### src/hw/rtl/sasa_pkg.sv
// Shared types and defaults for the shift-and-add slice accumulator.
// Used by the front, queue, back and top modules under hw/rtl; depends on nothing else.
`default_nettype none

package sasa_pkg;

    localparam int WIDTH_DEF   = 64;
    localparam int HEIGHT_DEF  = 64;
    localparam int DEPTH_DEF   = 16;

    // Command queue between the front and the back.
    localparam int QUEUE_DEPTH = 2;
    localparam int QUEUE_AW    = 1;

    typedef enum logic [1:0] {
        CMD_LOAD  = 2'd0,
        CMD_ACC   = 2'd1,
        CMD_READ  = 2'd2,
        CMD_NONE  = 2'd3
    } t_cmd;

    typedef enum logic [2:0] {
        B_CLEAR,
        B_IDLE,
        B_ACC,
        B_DRAIN,
        B_READ
    } t_back_state;

endpackage

`default_nettype wire

### src/hw/rtl/sasa_front.sv
// Front end: decodes a command, clamps the shifts, checks ranges and forms
// the store addresses. Depends on sasa_pkg.
`default_nettype none

module sasa_front #(
    parameter  int              WIDTH     = sasa_pkg::WIDTH_DEF,
    parameter  int              HEIGHT    = sasa_pkg::HEIGHT_DEF,
    parameter  int              DEPTH     = sasa_pkg::DEPTH_DEF,
    localparam int              PLANE     = WIDTH * HEIGHT,
    localparam longint unsigned VOX_WORDS = longint'(DEPTH) * longint'(PLANE),
    localparam int              XW        = $clog2(WIDTH),
    localparam int              YW        = $clog2(HEIGHT),
    localparam int              PW        = $clog2(PLANE),
    localparam int              VW        = $clog2(VOX_WORDS),
    localparam int              ENTRY_W   = 2 + 1 + 8 + XW + YW + PW + PW + VW
) (
    input  wire logic              i_accept,
    input  wire logic [1:0]        i_command,
    input  wire logic [5:0]        i_row,
    input  wire logic [5:0]        i_col,
    input  wire logic [3:0]        i_slice,
    input  wire logic [7:0]        i_pixel,
    input  wire logic signed [7:0] i_shift_x,
    input  wire logic signed [7:0] i_shift_y,
    output logic                   o_push,
    output logic [ENTRY_W-1:0]     o_entry
);

    sasa_pkg::t_cmd  cmd;
    logic            pos_ok;
    logic            slice_ok;
    logic            act;
    logic [XW-1:0]   xs;
    logic [YW-1:0]   ys;
    logic [PW-1:0]   pos;
    logic [PW-1:0]   off;
    logic [VW-1:0]   vaddr;

    always_comb begin
        cmd      = sasa_pkg::t_cmd'(i_command);
        pos_ok   = (32'(i_row) < HEIGHT) && (32'(i_col) < WIDTH);
        slice_ok = 32'(i_slice) < DEPTH;

        // Negative shifts clamp to zero, large ones to the last index.
        if (i_shift_x[7]) begin
            xs = '0;
        end else if (32'(i_shift_x[6:0]) > WIDTH - 1) begin
            xs = XW'(WIDTH - 1);
        end else begin
            xs = XW'(i_shift_x[6:0]);
        end
        if (i_shift_y[7]) begin
            ys = '0;
        end else if (32'(i_shift_y[6:0]) > HEIGHT - 1) begin
            ys = YW'(HEIGHT - 1);
        end else begin
            ys = YW'(i_shift_y[6:0]);
        end

        pos = PW'(32'(i_row) * WIDTH + 32'(i_col));
        // The shifted source of a pixel sits a fixed distance back in the image.
        off = PW'(32'(ys) * WIDTH + 32'(xs));

        case (cmd)
            sasa_pkg::CMD_LOAD: begin
                act   = pos_ok;
                vaddr = '0;
            end
            sasa_pkg::CMD_ACC: begin
                act   = slice_ok;
                vaddr = VW'(64'(i_slice) * 64'(PLANE));
            end
            sasa_pkg::CMD_READ: begin
                act   = pos_ok && slice_ok;
                vaddr = VW'(64'(i_slice) * 64'(PLANE) + 64'(pos));
            end
            default: begin
                act   = 1'b0;
                vaddr = '0;
            end
        endcase

        o_push  = i_accept;
        o_entry = {i_command, act, i_pixel, xs, ys, pos, off, vaddr};
    end

endmodule

`default_nettype wire

### config.mk
export PLATFORM = sky130hd
export DESIGN_NAME = sasa_front
export DESIGN_NICKNAME = d
export VERILOG_FILES = /design/src/hw/rtl/sasa_pkg.sv /design/src/hw/rtl/sasa_front.sv
export SDC_FILE = /design/constraint.sdc
export NUM_CORES = 1
export LEC_CHECK = 0
export ABC_CLOCK_PERIOD_IN_PS = 1300
export BUFFER_PORTS_ARGS = -buffer_cell sky130_fd_sc_hd__buf_2
export CORE_MARGIN = 2
export CORE_UTILIZATION = 28
export DETAILED_ROUTE_END_ITERATION = 8
export PLACE_DENSITY = 0.91
export SLEW_MARGIN = 20
export SYNTH_ARGS = -nofsm -noshare
export SYNTH_HDL_FRONTEND = slang
export SYNTH_SLANG_ARGS = --single-unit
### constraint.sdc
create_clock -name vclk -period 1.3
set_input_delay 0.195 -clock vclk [all_inputs]
set_output_delay 0.195 -clock vclk [all_outputs]
set_load 0.02 [all_outputs]
======== Yosys cells after proc, flatten, opt, wreduce, memory -nomap -nowiden ========
Cells that the tools add are included.
cells by class
  add/subtract/negate cells ............... 3
  order comparisons ....................... 2
  equal/unequal tests ..................... 2
  mux-type cells .......................... 6
  reductions and logical operators ........ 2
operators with widths
  operator            count
  $pmux 16 s2         1
  $add 12x6->12       2
  $mux 6              4
  $add 16x12->16      1
  $gt 7x6->1 const B  2
  $reduce_or 3->1     1
  $eq 2x1->1 const B  1
  $eq 2x2->1 const B  1
  $logic_not 2->1     1
  $mux 1              1
word-level totals
  flip-flop bits (word level) ............. 0
  bits of input ports ..................... 43
  output and inout port bits .............. 64
  logic and storage cells ................. 15

======== Logic depth before layout (Yosys ltp) ========
  depth in word-level cells ............... 4
  depth in mapped cells ................... 4
  depth with buffers taken out ............ 4

======== Worst setup path before layout ========
Ideal clock, no wire load.
  kind .................................... input to output
  start point ............................. input port i_command[0]
  end point ............................... output port o_entry[12]
  arrival ................................. 1093 ps
  required time ........................... 1105 ps
  path slack .............................. 12 ps
  stages on the path ...................... 3
  buffers on the path ..................... 0
  path through ............................ inv_1 > ha_1 > nor3b_1
between the ends
  cells in the longest elaborated chain, start to end .. 2
  elaborated cells on any way between the ends .. 3
  those cells by class .................... eq/ne (2); mux (1)
ends and longest elaborated chain
  item                                      line              source
  start: declaration                        sasa_front.sv:18  input wire logic [1:0] i_command,
  $eq 2x2->1 or $eq 2x1->1 (tied branches)  sasa_front.sv:64  case (cmd)
  $pmux 16 s2 (*)                           sasa_front.sv:64
  end: declaration                          sasa_front.sv:26  output logic [ENTRY_W-1:0] o_entry
Mark *: on every way between the ends. The rest lies on a longest branch, timed or not.

======== Worst setup path in the final report ========
  start point ............................. input port i_command[0]
  end point ............................... output port o_entry[5]
Same word-level chain as after synthesis.

==> impl_metrics.toml <==
[setup_path]
start_kind = "input pin"
critPathRequiredTime_ps = 1110
critPathMaxFanout = 12
endpoint_kind = "primary output"
cp.arrival_ps = 1010
path_class = "in2out"

[route]
drt-vias-per-instance = 3.81
drc = 0
vias = 618
wire_per_inst_um = 9.22
ant_nets = 0
drt_wl_total_mm = 1.49
first_pass_iters = 4
drtIter0Drc = 3

[placed_design]
io_buffers = 89
post-place-ws_ps = 28.9
placed_cell_area_um2 = 747
dp_hpwl_mm = 1.34
place_congestion = 0.714

[power]
total_power_uw = 346
irDropWorstVdd_mv = 0.240
total_leakage_power_nw = 0.519
powerDensity_nw_per_um2 = 451

[timing]
setup_slack_ps = 94.1
worstMarginPinSlew_ps = 190
fin_crit_ps = 1210
max_slew_margin = 0.874
slew_viol_final = 0
rsz0062_at_grt = "no"
max_freq_mhz = 829
hold_viol_final = 0
setup_viol = 0
final.setup.tns_ps = 0
fin_crit_sh = 0.928

[die]
dieHeight_um = 47.8
start_util = 0.305
dieArea_um2 = 2290
fp-row-count = 15
chipWidth_um = 47.8
core_um2 = 1760
ioPinCount = 107

[grt]
antenna_found_initial = 0
first_global_vias = 448
overflow = 0
grt_use_total = 0.0989
grt_max_degree = 13
grt_pass1_wl_mm = 1.72

[final_layout]
nFlopsAndLatches = 0
final_common_cell = "buf_2"
antenna_cells = 0
final_area_um2 = 767
area_delta_synth_final_pct = 42.6
drive_gt1_frac = 0.766
seqCellArea_um2 = 0
final_util = 0.435
fin_nets = 185
final_cell_mix = "89 x buf_2, 24 x nor2_1, 12 x and2_2"
num-clock-buffers = 0

[synthesis]
syn_nets = 130
yosysWarnings = 0
syn_area_um2 = 538
ys_types = 7
synth_area_per_cell_um2 = 6.40
syn_inst = 84
yosysSeqAreaShare = 0

[run_status]
status = "finished, final reports clean"

[clock_tree]
post_cts_buffers = 0

[run]
drv_cap = 0

[hold_path]
hp-class = "in2out"
[layer usage]
layer / global-route usage / routed length, µm / up-vias
met1: 0.111 / 548 / 255
met3: 0.00377 / 113 / 2
met5: 0 / 0 / -
li1: - / - / 325
met4: 0.0324 / 13 / 0
met2: 0.195 / 818 / 36
[through the flow]
| step | hold WS [ps] | instances |
|---|---|---|
| 6_report | 390 | 162 |
| 4_1_cts | 390 | 162 |
| 2_1_floorplan | 477 | 84 |
| 3_5_place_dp | 390 | 162 |
| 5_1_grt | 390 | 162 |
| 3_3_place_gp | 390 | 162 |
[power breakdown]
part	internal, mW	leakage, nW	switching [mW]
Clock	0	0	0
Sequential	0	0	0
Combinational	0.133	0.519	0.212
[cells in the mapped netlist]
| master | count | area (µm²) |
|---|---|---|
| and2_2 | 12 | 90.1 |
| ha_1 | 3 | 37.5 |
| buf_4 | 36 | 270 |
| nor2_1 | 25 | 93.8 |
| clkbuf_2 | 1 | 5.00 |
| inv_1 | 3 | 11.3 |
| nor3b_1 | 4 | 30.0 |
[layout make-up]
| cell class | count | area [µm²] |
|---|---|---|
| tap | 25 | 31.3 |
| inverter | 3 | 11.3 |
| timing repair buffer | 90 | 453 |
| fill | 205 | 997 |
| multi-input combinational | 44 | 272 |
[worst max-delay path, stage by stage]
cell and delay (ps):
buf_2 110, inv_1 70, ha_4 160, buf_4 160
and2_2 160, buf_2 150
[what timing repair did]
item                                    CTS  global route
resized for setup                         0             3
endpoints found under the setup margin    0             4
hold buffers                              0             0
[cell families (layout without fill, tap and decap cells)]
group | count (synthesis) | after routing | share of synthesized area
adders and majority gates | 3 | 3 | 0.0698
and+or+nand+nor | 41 | 41 | 0.398
buffers and inverters | 40 | 93 | 0.533
[path summary, 6_finish.rpt]
kind / startpoint / slack [ps] / end / depth (start not counted)
hold / removal: i_pixel[0] / 390 / o_entry[52] / 0
setup / recovery: i_command[0] / 90 / o_entry[5] / 6
(Power assumes the default switching activity.)
