## src/hw/rtl/sasa_pkg.sv

```systemverilog
// Shared types and defaults for the shift-and-add slice accumulator.
// Used by the front, queue, back and top modules under hw/rtl; depends on nothing else.
`default_nettype none

package sasa_pkg;

    localparam int WIDTH_DEF   = 64;
    localparam int HEIGHT_DEF  = 64;
    localparam int DEPTH_DEF   = 16;

    // Command queue between the front and the back.
    localparam int QUEUE_DEPTH = 2;
    localparam int QUEUE_AW    = 1;

    typedef enum logic [1:0] {
        CMD_LOAD  = 2'd0,
        CMD_ACC   = 2'd1,
        CMD_READ  = 2'd2,
        CMD_NONE  = 2'd3
    } t_cmd;

    typedef enum logic [2:0] {
        B_CLEAR,
        B_IDLE,
        B_ACC,
        B_DRAIN,
        B_READ
    } t_back_state;

endpackage

`default_nettype wire

```

## src/hw/rtl/sasa_queue.sv

```systemverilog
// Short command queue between the front end and the back end.
// Depends on sasa_pkg for its depth.
`default_nettype none

module sasa_queue #(
    parameter int DATA_W = 8
) (
    input  wire logic              i_clk,
    input  wire logic              i_rst_n,
    input  wire logic              i_push,
    input  wire logic [DATA_W-1:0] i_data,
    input  wire logic              i_pop,
    output logic      [DATA_W-1:0] o_data,
    output logic                   o_empty,
    output logic                   o_full
);

    logic [DATA_W-1:0]             r_mem [sasa_pkg::QUEUE_DEPTH];
    logic [sasa_pkg::QUEUE_AW-1:0] r_wptr;
    logic [sasa_pkg::QUEUE_AW-1:0] r_rptr;
    logic [sasa_pkg::QUEUE_AW:0]   r_count;
    logic [sasa_pkg::QUEUE_AW-1:0] n_wptr;
    logic [sasa_pkg::QUEUE_AW-1:0] n_rptr;
    logic [sasa_pkg::QUEUE_AW:0]   n_count;
    logic                          do_push;
    logic                          do_pop;

    always_comb begin
        o_empty = r_count == '0;
        o_full  = r_count == (sasa_pkg::QUEUE_AW + 1)'(sasa_pkg::QUEUE_DEPTH);
        o_data  = r_mem[r_rptr];
        do_push = i_push && !o_full;
        do_pop  = i_pop && !o_empty;
        n_wptr  = do_push ? r_wptr + 1'b1 : r_wptr;
        n_rptr  = do_pop ? r_rptr + 1'b1 : r_rptr;
        n_count = r_count + (sasa_pkg::QUEUE_AW + 1)'(do_push)
                          - (sasa_pkg::QUEUE_AW + 1)'(do_pop);
    end

    always_ff @(posedge i_clk) begin
        if (!i_rst_n) begin
            r_wptr  <= '0;
            r_rptr  <= '0;
            r_count <= '0;
        end else begin
            r_wptr  <= n_wptr;
            r_rptr  <= n_rptr;
            r_count <= n_count;
        end
        if (do_push) begin
            r_mem[r_wptr] <= i_data;
        end
    end

endmodule

`default_nettype wire

```

## config.mk

```make
export PLATFORM = sky130hd
export DESIGN_NAME = sasa_queue
export DESIGN_NICKNAME = d
export VERILOG_FILES = /design/src/hw/rtl/sasa_pkg.sv /design/src/hw/rtl/sasa_queue.sv
export SDC_FILE = /design/constraint.sdc
export NUM_CORES = 1
export LEC_CHECK = 0
export BUFFER_PORTS_ARGS = -buffer_cell sky130_fd_sc_hd__buf_4
export CAP_MARGIN = 20
export CORE_UTILIZATION = 30
export DETAILED_ROUTE_END_ITERATION = 8
export SLEW_MARGIN = 20
export SYNTH_ARGS = -nofsm -noshare
export SYNTH_HDL_FRONTEND = slang
export SYNTH_SLANG_ARGS = --single-unit
```

## constraint.sdc

```tcl
create_clock -name i_clk -period 1.53 [get_ports i_clk]
set_clock_uncertainty 0.05 [all_clocks]
set_input_delay 0.2295 -clock i_clk [delete_from_list [all_inputs] [get_ports i_clk]]
set_output_delay 0.2295 -clock i_clk [all_outputs]
set_load 0.03 [all_outputs]
```

# Word-level counts from Yosys, hierarchy flattened
# Memory sizes are Yosys's and may differ from the RTL's. A register that Yosys moved wholly into a read port is not among the register bits.
# Cells that the tools add are included.
dict set report word_totals {
  reg_bits 4
  mem_bits_rw 16
  output_inout_bits 10
  word_cells 18
  mem_count 1
}
dict set report op_classes {
  n_addsub 4
  n_eq_ne 1
  mux 4
  n_reduce_logical 5
}
# name depth width read_ports rd_ports_with_merged_regs write_ports line_no
set memory_table {}
lappend memory_table {r_mem 2 8 1 1 1 sasa_queue.sv:18} ;# logic [DATA_W-1:0] r_mem [sasa_pkg::QUEUE_DEPTH];
# op n
set op_table {}
lappend op_table {{2-to-1 mux 1 bit} 4}
lappend op_table {{adder 1 bit, second input constant} 2}
lappend op_table {{adder 2 x 1 -> 2 bit} 1}
lappend op_table {{== test 2 bit, second input constant} 1}
lappend op_table {{logical AND 1 bit} 2}
lappend op_table {{logical NOT 1 bit} 2}
lappend op_table {{logical NOT 2 bit} 1}
lappend op_table {{subtractor 2 x 1 -> 2 bit} 1}

# Depth between registers and ports, before layout
# Gate-level depths: netlist of run 1.
dict set report depth {
  depth_word 5
  depth_mapped 8
}

# Worst setup path before layout of run 1
# OpenSTA, ideal clock, no wires.
dict set report synth_path {
  path_type {flip-flop to flip-flop}
  from {register r_count[0] (netlist name)}
  to {register r_count[1] (netlist name)}
  setup_time_ps 78
  t_arrival_ps 1462
  slack_ps -60
  stages_incl_launch_ff 9
  path_buffers 0
  cell_sequence {dfxtp_1 nand2b_1 nand2_1 ha_1 inv_1 ha_1 xor2_1 and2_2 nor3_1}
}
dict set report synth_via {
  elab_chain_cells 5
  word_cells_on_any_way 8
}
# element line_no
set synth_lines {}
lappend synth_lines {{start, declared} sasa_queue.sv:21} ;# logic [sasa_pkg::QUEUE_AW:0] r_count;
lappend synth_lines {{start signal, assigned} sasa_queue.sv:48} ;# r_count <= n_count;
lappend synth_lines {{== test 2 bit} sasa_queue.sv:30} ;# o_full = r_count == (sasa_pkg::QUEUE_AW + 1)'(sasa_pkg::QUEUE_DEPTH);
lappend synth_lines {{logical NOT 1 bit} sasa_queue.sv:32} ;# do_push = i_push && !o_full;
lappend synth_lines {{logical AND 1 bit} sasa_queue.sv:32}
lappend synth_lines {{adder 2 x 1 -> 2 bit} sasa_queue.sv:36} ;# n_count = r_count + (sasa_pkg::QUEUE_AW + 1)'(do_push)
lappend synth_lines {{subtractor 2 x 1 -> 2 bit (*)} sasa_queue.sv:37} ;# - (sasa_pkg::QUEUE_AW + 1)'(do_pop);
# Every way passes the cells marked *; elsewhere a longest branch is shown, timed or not.
# A chain may end at the register's enable or synchronous reset.

# Final worst setup path of run 1
dict set report layout_path {
  from {register r_count[1] (netlist name)}
  to {register r_count[1] (netlist name)}
}
dict set report layout_via {
  word_cells_on_any_way 8
}
# element line_no
set layout_lines {}
lappend layout_lines {{logical NOT 2 bit} sasa_queue.sv:29} ;# o_empty = r_count == '0;
lappend layout_lines {{logical NOT 1 bit} sasa_queue.sv:33} ;# do_pop = i_pop && !o_empty;
lappend layout_lines {{logical AND 1 bit} sasa_queue.sv:33}
lappend layout_lines {{net do_pop} sasa_queue.sv:26} ;# logic do_pop;
lappend layout_lines {{subtractor 2 x 1 -> 2 bit} sasa_queue.sv:37}
# The timed path passes the listed nets, and every way through them passes these cells.

==> impl_metrics.env, run 1 <==
export IMPL_rsz0062_at_grt="true"
export IMPL_maxSlewViolCount=0
export IMPL_hp_class="in2reg"
export IMPL_worst_skew_pair_late_latency_ps=290
export IMPL_place_area_mm2=0.00109
export IMPL_grt_ovfl_total=0
export IMPL_ys_seq_elements=21
export IMPL_met1_length_um=544
export IMPL_critPathSlowestCell="dfxtp_4"
export IMPL_synth_seq_area_share_pct=71.5
export IMPL_syn_nets=66
export IMPL_ctsHoldBuffers=0
export IMPL_gp_congestion=0.682
export IMPL_tightest_slew_ps=393
export IMPL_clk_path_buf_depth=2
export IMPL_met2_length_um=595
export IMPL_powerDensity_mw_per_mm2=1750
export IMPL_ys_warn_count=0
export IMPL_drt_iter0_markers=8
export IMPL_antenna_found_initial=0
export IMPL_synth_area_mux_share_pct=12.3
export IMPL_grt_pass1_wl_mm=1.88
export IMPL_synth_top_family_by_area="multiplexers"
export IMPL_cts_tree="built"
export IMPL_cts_htree_levels=1
export IMPL_finalSetupViolCount=0
export IMPL_synth_xor_area_share_pct=2.16
export IMPL_synth_largest_area_cell="edfxtp_1"
export IMPL_num_io_pins=22
export IMPL_syn_inst=52
export IMPL_drc=0
export IMPL_synth_area_leaders="edfxtp_1 59%, dfxtp_1 12%, mux2_2 11%"
export IMPL_avgRoutedWirePerCell_um=10.8
export IMPL_synth_compound_area_share_pct=1.08
export IMPL_die_h_um=54.0
export IMPL_dr_wl_met3_um=96
export IMPL_synthSimpleGateAreaFrac_pct=7.86
export IMPL_period_needed_ps=1510
export IMPL_drv_cap=0
export IMPL_drive_above_1_share_pct=63.1
export IMPL_ff2ff_setup_slack_ps=20
export IMPL_grt_use_total_pct=9.41
export IMPL_core_area_mm2=0.00252
export IMPL_cts_sinks=21
export IMPL_status="complete, no violations"
export IMPL_cts_clk_slew_worst_paths_ps=110
export IMPL_ir_drop_v=0.00113
export IMPL_cp_max_fo=3
export IMPL_cts_buffers=3
export IMPL_path_class="reg2reg"
export IMPL_n_antenna_cell=0
export IMPL_areaGrowthSynthToFinish_pct=50.1
export IMPL_hold_viol_final=0
export IMPL_slew_headroom_pct=73.8
export IMPL_fp_row_count=18
export IMPL_fin_nets=99
export IMPL_start_util_pct=32.2
export IMPL_viasPerCell=4.36
export IMPL_path_cells="o21a_4 > ha_4 > inv_2 > ha_4 > xor2_2 > and2_4 > nor3_2"
export IMPL_antenna_left=0
export IMPL_syn_area_um2=812
export IMPL_critPathMostFrequentCell="ha_4"
export IMPL_cp_required_ps=1710
export IMPL_start_kind="register"
export IMPL_dr_max_layer_used="met3"
export IMPL_drtPass1Iterations=2
export IMPL_synth_distinct_cells=17
export IMPL_post_route_cell_area_mm2=0.00122
export IMPL_routed_wl_mm=1.24
export IMPL_port_buffers=21
export IMPL_synthAdderAreaFrac_pct=3.08
export IMPL_synthDominantCellAreaShare_pct=59.2
export IMPL_grt_max_degree=13
export IMPL_grt_pass1_vias=459
export IMPL_cp_end_kind="register"
export IMPL_die_area_mm2=0.00292
export IMPL_fmax_ghz=0.660
export IMPL_syn_area_per_cell_um2=15.6
export IMPL_p_leak_nw=0.511
export IMPL_cts_root_buffer="clkbuf_4"
export IMPL_min_period_over_period_pct=99.0
export IMPL_total_power_mw=2.14
export IMPL_fp_dieW_um=54.0
export IMPL_vias=497
export IMPL_critPathArrivalTime_ps=1690
export IMPL_max_stage_delay_ps=380
cell type report:
type                       count  area, µm²
timing repair buffer          29        248
tap                           30       37.5
sequential                    21        589
clock buffer                   3       22.5
fill                         232       1300
clock inverter                 1       5.00
inverter                       3       11.3
multi-input combinational     27        305
power by group:
group / switching [mW] / leakage, nW / internal, mW / total, mW
clock network: 0.153 / 0.0177 / 0.0971 / 0.250
registers: 0.0964 / 0.192 / 0.762 / 0.858
logic: 0.475 / 0.301 / 0.552 / 1.03
total: 0.725 / 0.511 / 1.41 / 2.14
path summary, 6_finish.rpt:
check / from / end / cells after the start
worst max-delay path: r_count[1]$_SDFF_PN0_ / r_count[1]$_SDFF_PN0_ / 7
worst min-delay path: i_data[4] / r_mem[1][4]$_DFFE_PP_ / 1
worst max register to register: r_count[1]$_SDFF_PN0_ / r_count[1]$_SDFF_PN0_ / 7
worst min register to register: r_wptr$_SDFFE_PN0N_ / r_wptr$_SDFFE_PN0N_ / 2
layer usage:
| layer | GRT usage (%) | vias to the layer above |
|---|---|---|
| met5 | 0 | - |
| met4 | 3.85 | 0 |
| met3 | 2.82 | 0 |
| met2 | 16.5 | 18 |
| met1 | 10.6 | 233 |
| li1 | - | 246 |
registers in the layout, summed over array words and instances, names as in the netlist, named ones only:
| name | flops |
|---|---|
| r_count | 2 |
| r_wptr | 1 |
| r_rptr | 1 |
| r_mem | 16 |
layout by cell type, fill, tap and decap left out, drive strengths merged:
| master | instances |
|---|---|
| xor2 | 1 |
| dfxtp | 5 |
| buf | 29 |
| edfxtp | 16 |
| mux2i | 1 |
| nor3 | 1 |
| xnor2 | 1 |
| clkbuf | 3 |
| and2 | 2 |
| nand2 | 2 |
| inv | 3 |
| and3 | 1 |
| mux2 | 8 |
| nor2 | 5 |
| ha | 2 |
| o21a | 1 |
| clkinv | 1 |
| nand2b | 2 |
logic make-up (layout without fill, tap and decap cells):
group,Yosys count,count (layout)
flops,21,21
simple gates,13,13
mux,9,9
buf+inv,4,36
fa+ha+maj,2,2
xor+xnor,2,2
compound gates,1,1
per-stage QoR:
step / setup TNS, ps / setup slack, ps / utilization, % / hold slack [ps] / cells
after floorplan: 0 / 5.16 / - / 278 / 52
after global placement: 0 / 6.14 / 43.1 / 367 / 108
after detailed placement: -37.3 / -37.3 / 43.1 / 369 / 108
after CTS: -14.9 / -14.9 / 45.8 / 56.7 / 113
after global routing: -129 / -19.8 / 48.3 / 37.2 / 114
final: 0 / 15.9 / 48.3 / 63.3 / 114
critical path, delay by kind of cell, from the launching register on:
family | cells | cell delay, ps
AOI/OAI and AO/OA | 1 | 200
and+or+nand+nor | 2 | 240
xor gates and xnor gates | 1 | 140
buffers and inverters | 1 | 30
DFF | 1 | 380
adders and majority gates | 2 | 410
cells in the mapped netlist:
| cell | instances |
|---|---|
| edfxtp_1 | 16 |
| mux2_2 | 8 |
| dfxtp_1 | 5 |
| nor2_1 | 5 |
| inv_1 | 3 |
| ha_1 | 2 |
| nand2_1 | 2 |
| nand2b_1 | 2 |
| and2_1 | 1 |
| and2_2 | 1 |
| and3_1 | 1 |
| buf_2 | 1 |
| mux2i_1 | 1 |
| nor3_1 | 1 |
| o21a_2 | 1 |
| xnor2_1 | 1 |
| xor2_1 | 1 |
what timing repair did:
action,4_1_cts,5_1_grt
setup buffers,1,1
endpoints found under the setup margin,9,9
cloned,0,0
pin swaps,5,5
endpoints found under the hold margin,0,0
gates resized for setup,8,15
(Power assumes the default switching activity.)
==> run 2: changes to the inputs <==
Settings changed: CAP_MARGIN 20 to not set, CTS_BUF_LIST set to sky130_fd_sc_hd__clkbuf_16.
==> impl_metrics.env, run 2 (synthesis gave the netlist of run 1 again) <==
export IMPL_path_cells="o21a_4 > ha_4 > inv_2 > ha_4 > xor2_2 > and2_4 > nor3_2"
export IMPL_viasPerCell=4.30
export IMPL_p_leak_nw=0.491
export IMPL_largest_register_ff_count=16
export IMPL_largest_registers="r_mem (16), r_count (2)"
export IMPL_cts_sinks=21
export IMPL_period_needed_ps=1500
export IMPL_hold_viol_final=0
export IMPL_antenna_found_initial=0
export IMPL_multiInputGateArea_um2=275
export IMPL_drv_cap=0
export IMPL_port_buffers=21
export IMPL_tightest_slew_ps=380
export IMPL_pwr_share_comb_pct=39.9
export IMPL_pwr_share_seq_pct=37.2
export IMPL_p_int_mw=1.56
export IMPL_routed_wl_mm=1.21
export IMPL_fill_cells=239
export IMPL_grt_pass1_vias=451
export IMPL_max_stage_delay_ps=360
export IMPL_min_period_over_period_pct=98.1
export IMPL_die_area_mm2=0.00292
export IMPL_status="complete, no violations"
export IMPL_total_power_mw=2.28
export IMPL_swShare_pct=31.4
export IMPL_ir_drop_v=0.00124
export IMPL_cp_end_kind="register"
export IMPL_post_route_cell_area_mm2=0.00120
export IMPL_powerDensity_mw_per_mm2=1890
export IMPL_avgRoutedWirePerCell_um=10.7
export IMPL_cts_tree="built"
export IMPL_rsz0062_at_grt="true"
export IMPL_fp_dieW_um=54.0
export IMPL_holdPathStages=1
export IMPL_gp_congestion=0.682
export IMPL_startpoint="r_count[1]$_SDFF_PN0_"
export IMPL_hold_start="i_data[4]"
export IMPL_drtPass1Iterations=2
export IMPL_cp_max_fo=3
export IMPL_num_io_pins=22
export IMPL_r2r_start="r_count[1]$_SDFF_PN0_"
export IMPL_p_sw_mw=0.715
export IMPL_cts_buffers=3
export IMPL_critPathSlowestCell="dfxtp_4"
export IMPL_grt_use_total_pct=9.41
export IMPL_vias=486
export IMPL_fmax_ghz=0.667
export IMPL_place_area_mm2=0.00109
export IMPL_cts_root_buffer="clkbuf_16"
export IMPL_critPathMostFrequentCell="ha_4"
export IMPL_layout_setup_ws_ps=29.7
export IMPL_cp_required_ps=1650
export IMPL_grt_pass1_wl_mm=1.88
export IMPL_drt_iter0_markers=4
export IMPL_critPathArrivalTime_ps=1620
export IMPL_post_place_ws_ps=-37.3
export IMPL_clkPwrFrac_pct=22.9
export IMPL_final_common_cell="buf_4"
export IMPL_cts_clk_slew_worst_paths_ps=50
export IMPL_clk_path_buf_depth=2
export IMPL_fin_nets=98
export IMPL_worst_skew_pair_late_latency_ps=250
export IMPL_cts_htree_levels=1
export IMPL_setup_tns_ps=0
export IMPL_antenna_left=0
export IMPL_drc=0
export IMPL_ctsHoldBuffers=0
export IMPL_die_h_um=54.0
export IMPL_grt_ovfl_total=0
export IMPL_start_kind="register"
export IMPL_areaGrowthSynthToFinish_pct=48.2
export IMPL_core_area_mm2=0.00252
export IMPL_drive_above_1_share_pct=62.7
export IMPL_slew_headroom_pct=74.7
export IMPL_path_class="reg2reg"
export IMPL_start_util_pct=32.2
export IMPL_finalSetupViolCount=0
export IMPL_maxSlewViolCount=0
export IMPL_rr_worst_depth=7
export IMPL_n_antenna_cell=0
export IMPL_regMostFlops="r_mem"
export IMPL_grt_max_degree=13
export IMPL_layout_common_cells="28 x buf_4, 16 x edfxtp_1, 8 x mux2_2"
export IMPL_register_area_um2=589
export IMPL_fp_row_count=18
export IMPL_hp_class="in2reg"
[run 2: path summary, 6_finish.rpt]
path	to	slack, ps
worst max-delay path	r_count[1]$_SDFF_PN0_	30
worst min register to register	r_wptr$_SDFFE_PN0N_	430
worst max register to register	r_count[1]$_SDFF_PN0_	30
worst min-delay path	r_mem[1][4]$_DFFE_PP_	120
[run 2: final cells by class]
type                    instances  area share, %
clock buffers                   3           6.24
multi-input cells              27           22.9
repair buffers                 28           17.5
inverters                       3          0.936
well taps                      30           3.12
flip-flops and latches         21           49.0
clock inverters                 1          0.416
[run 2: routing by layer]
layer	vias to the layer above	global-route usage [%]	routed length, µm
li1	246	-	-
met1	224	10.6	562
met2	16	16.5	547
met3	0	2.82	98
met4	0	3.85	0
met5	-	0	0
[run 2: through the flow]
stage / instances / utilization (%) / hold WS (ps)
after floorplan: 52 / - / 278
after global placement: 108 / 43.1 / 367
after detailed placement: 108 / 43.1 / 369
after CTS: 113 / 47.6 / 113
final: 113 / 47.7 / 117
after global routing: 113 / 47.7 / 108
[run 2: power groups by stage]
stage	Sequential (mW)	Combinational (mW)	Clock [mW]
detailed placement	0.848	0.856	0
floorplan	0.811	0.569	0
global placement	0.842	0.851	0
global route	0.862	0.994	0.569
CTS	0.846	0.926	0.540
finish	0.846	0.909	0.522
[run 2: repair_timing]
action                     CTS  global route
setup endpoints to repair    9             9
gates resized for setup      6             1
setup buffers                1             0
pin swaps                    5             4
[run 2: critical path, delay by kind of cell, from the launching register on]
| kind | cells | cell delay, ps |
|---|---|---|
| buf+inv | 1 | 30 |
| flops | 1 | 360 |
| compound gates | 1 | 210 |
| xor+xnor | 1 | 140 |
| fa+ha+maj | 2 | 400 |
| simple gates | 2 | 240 |
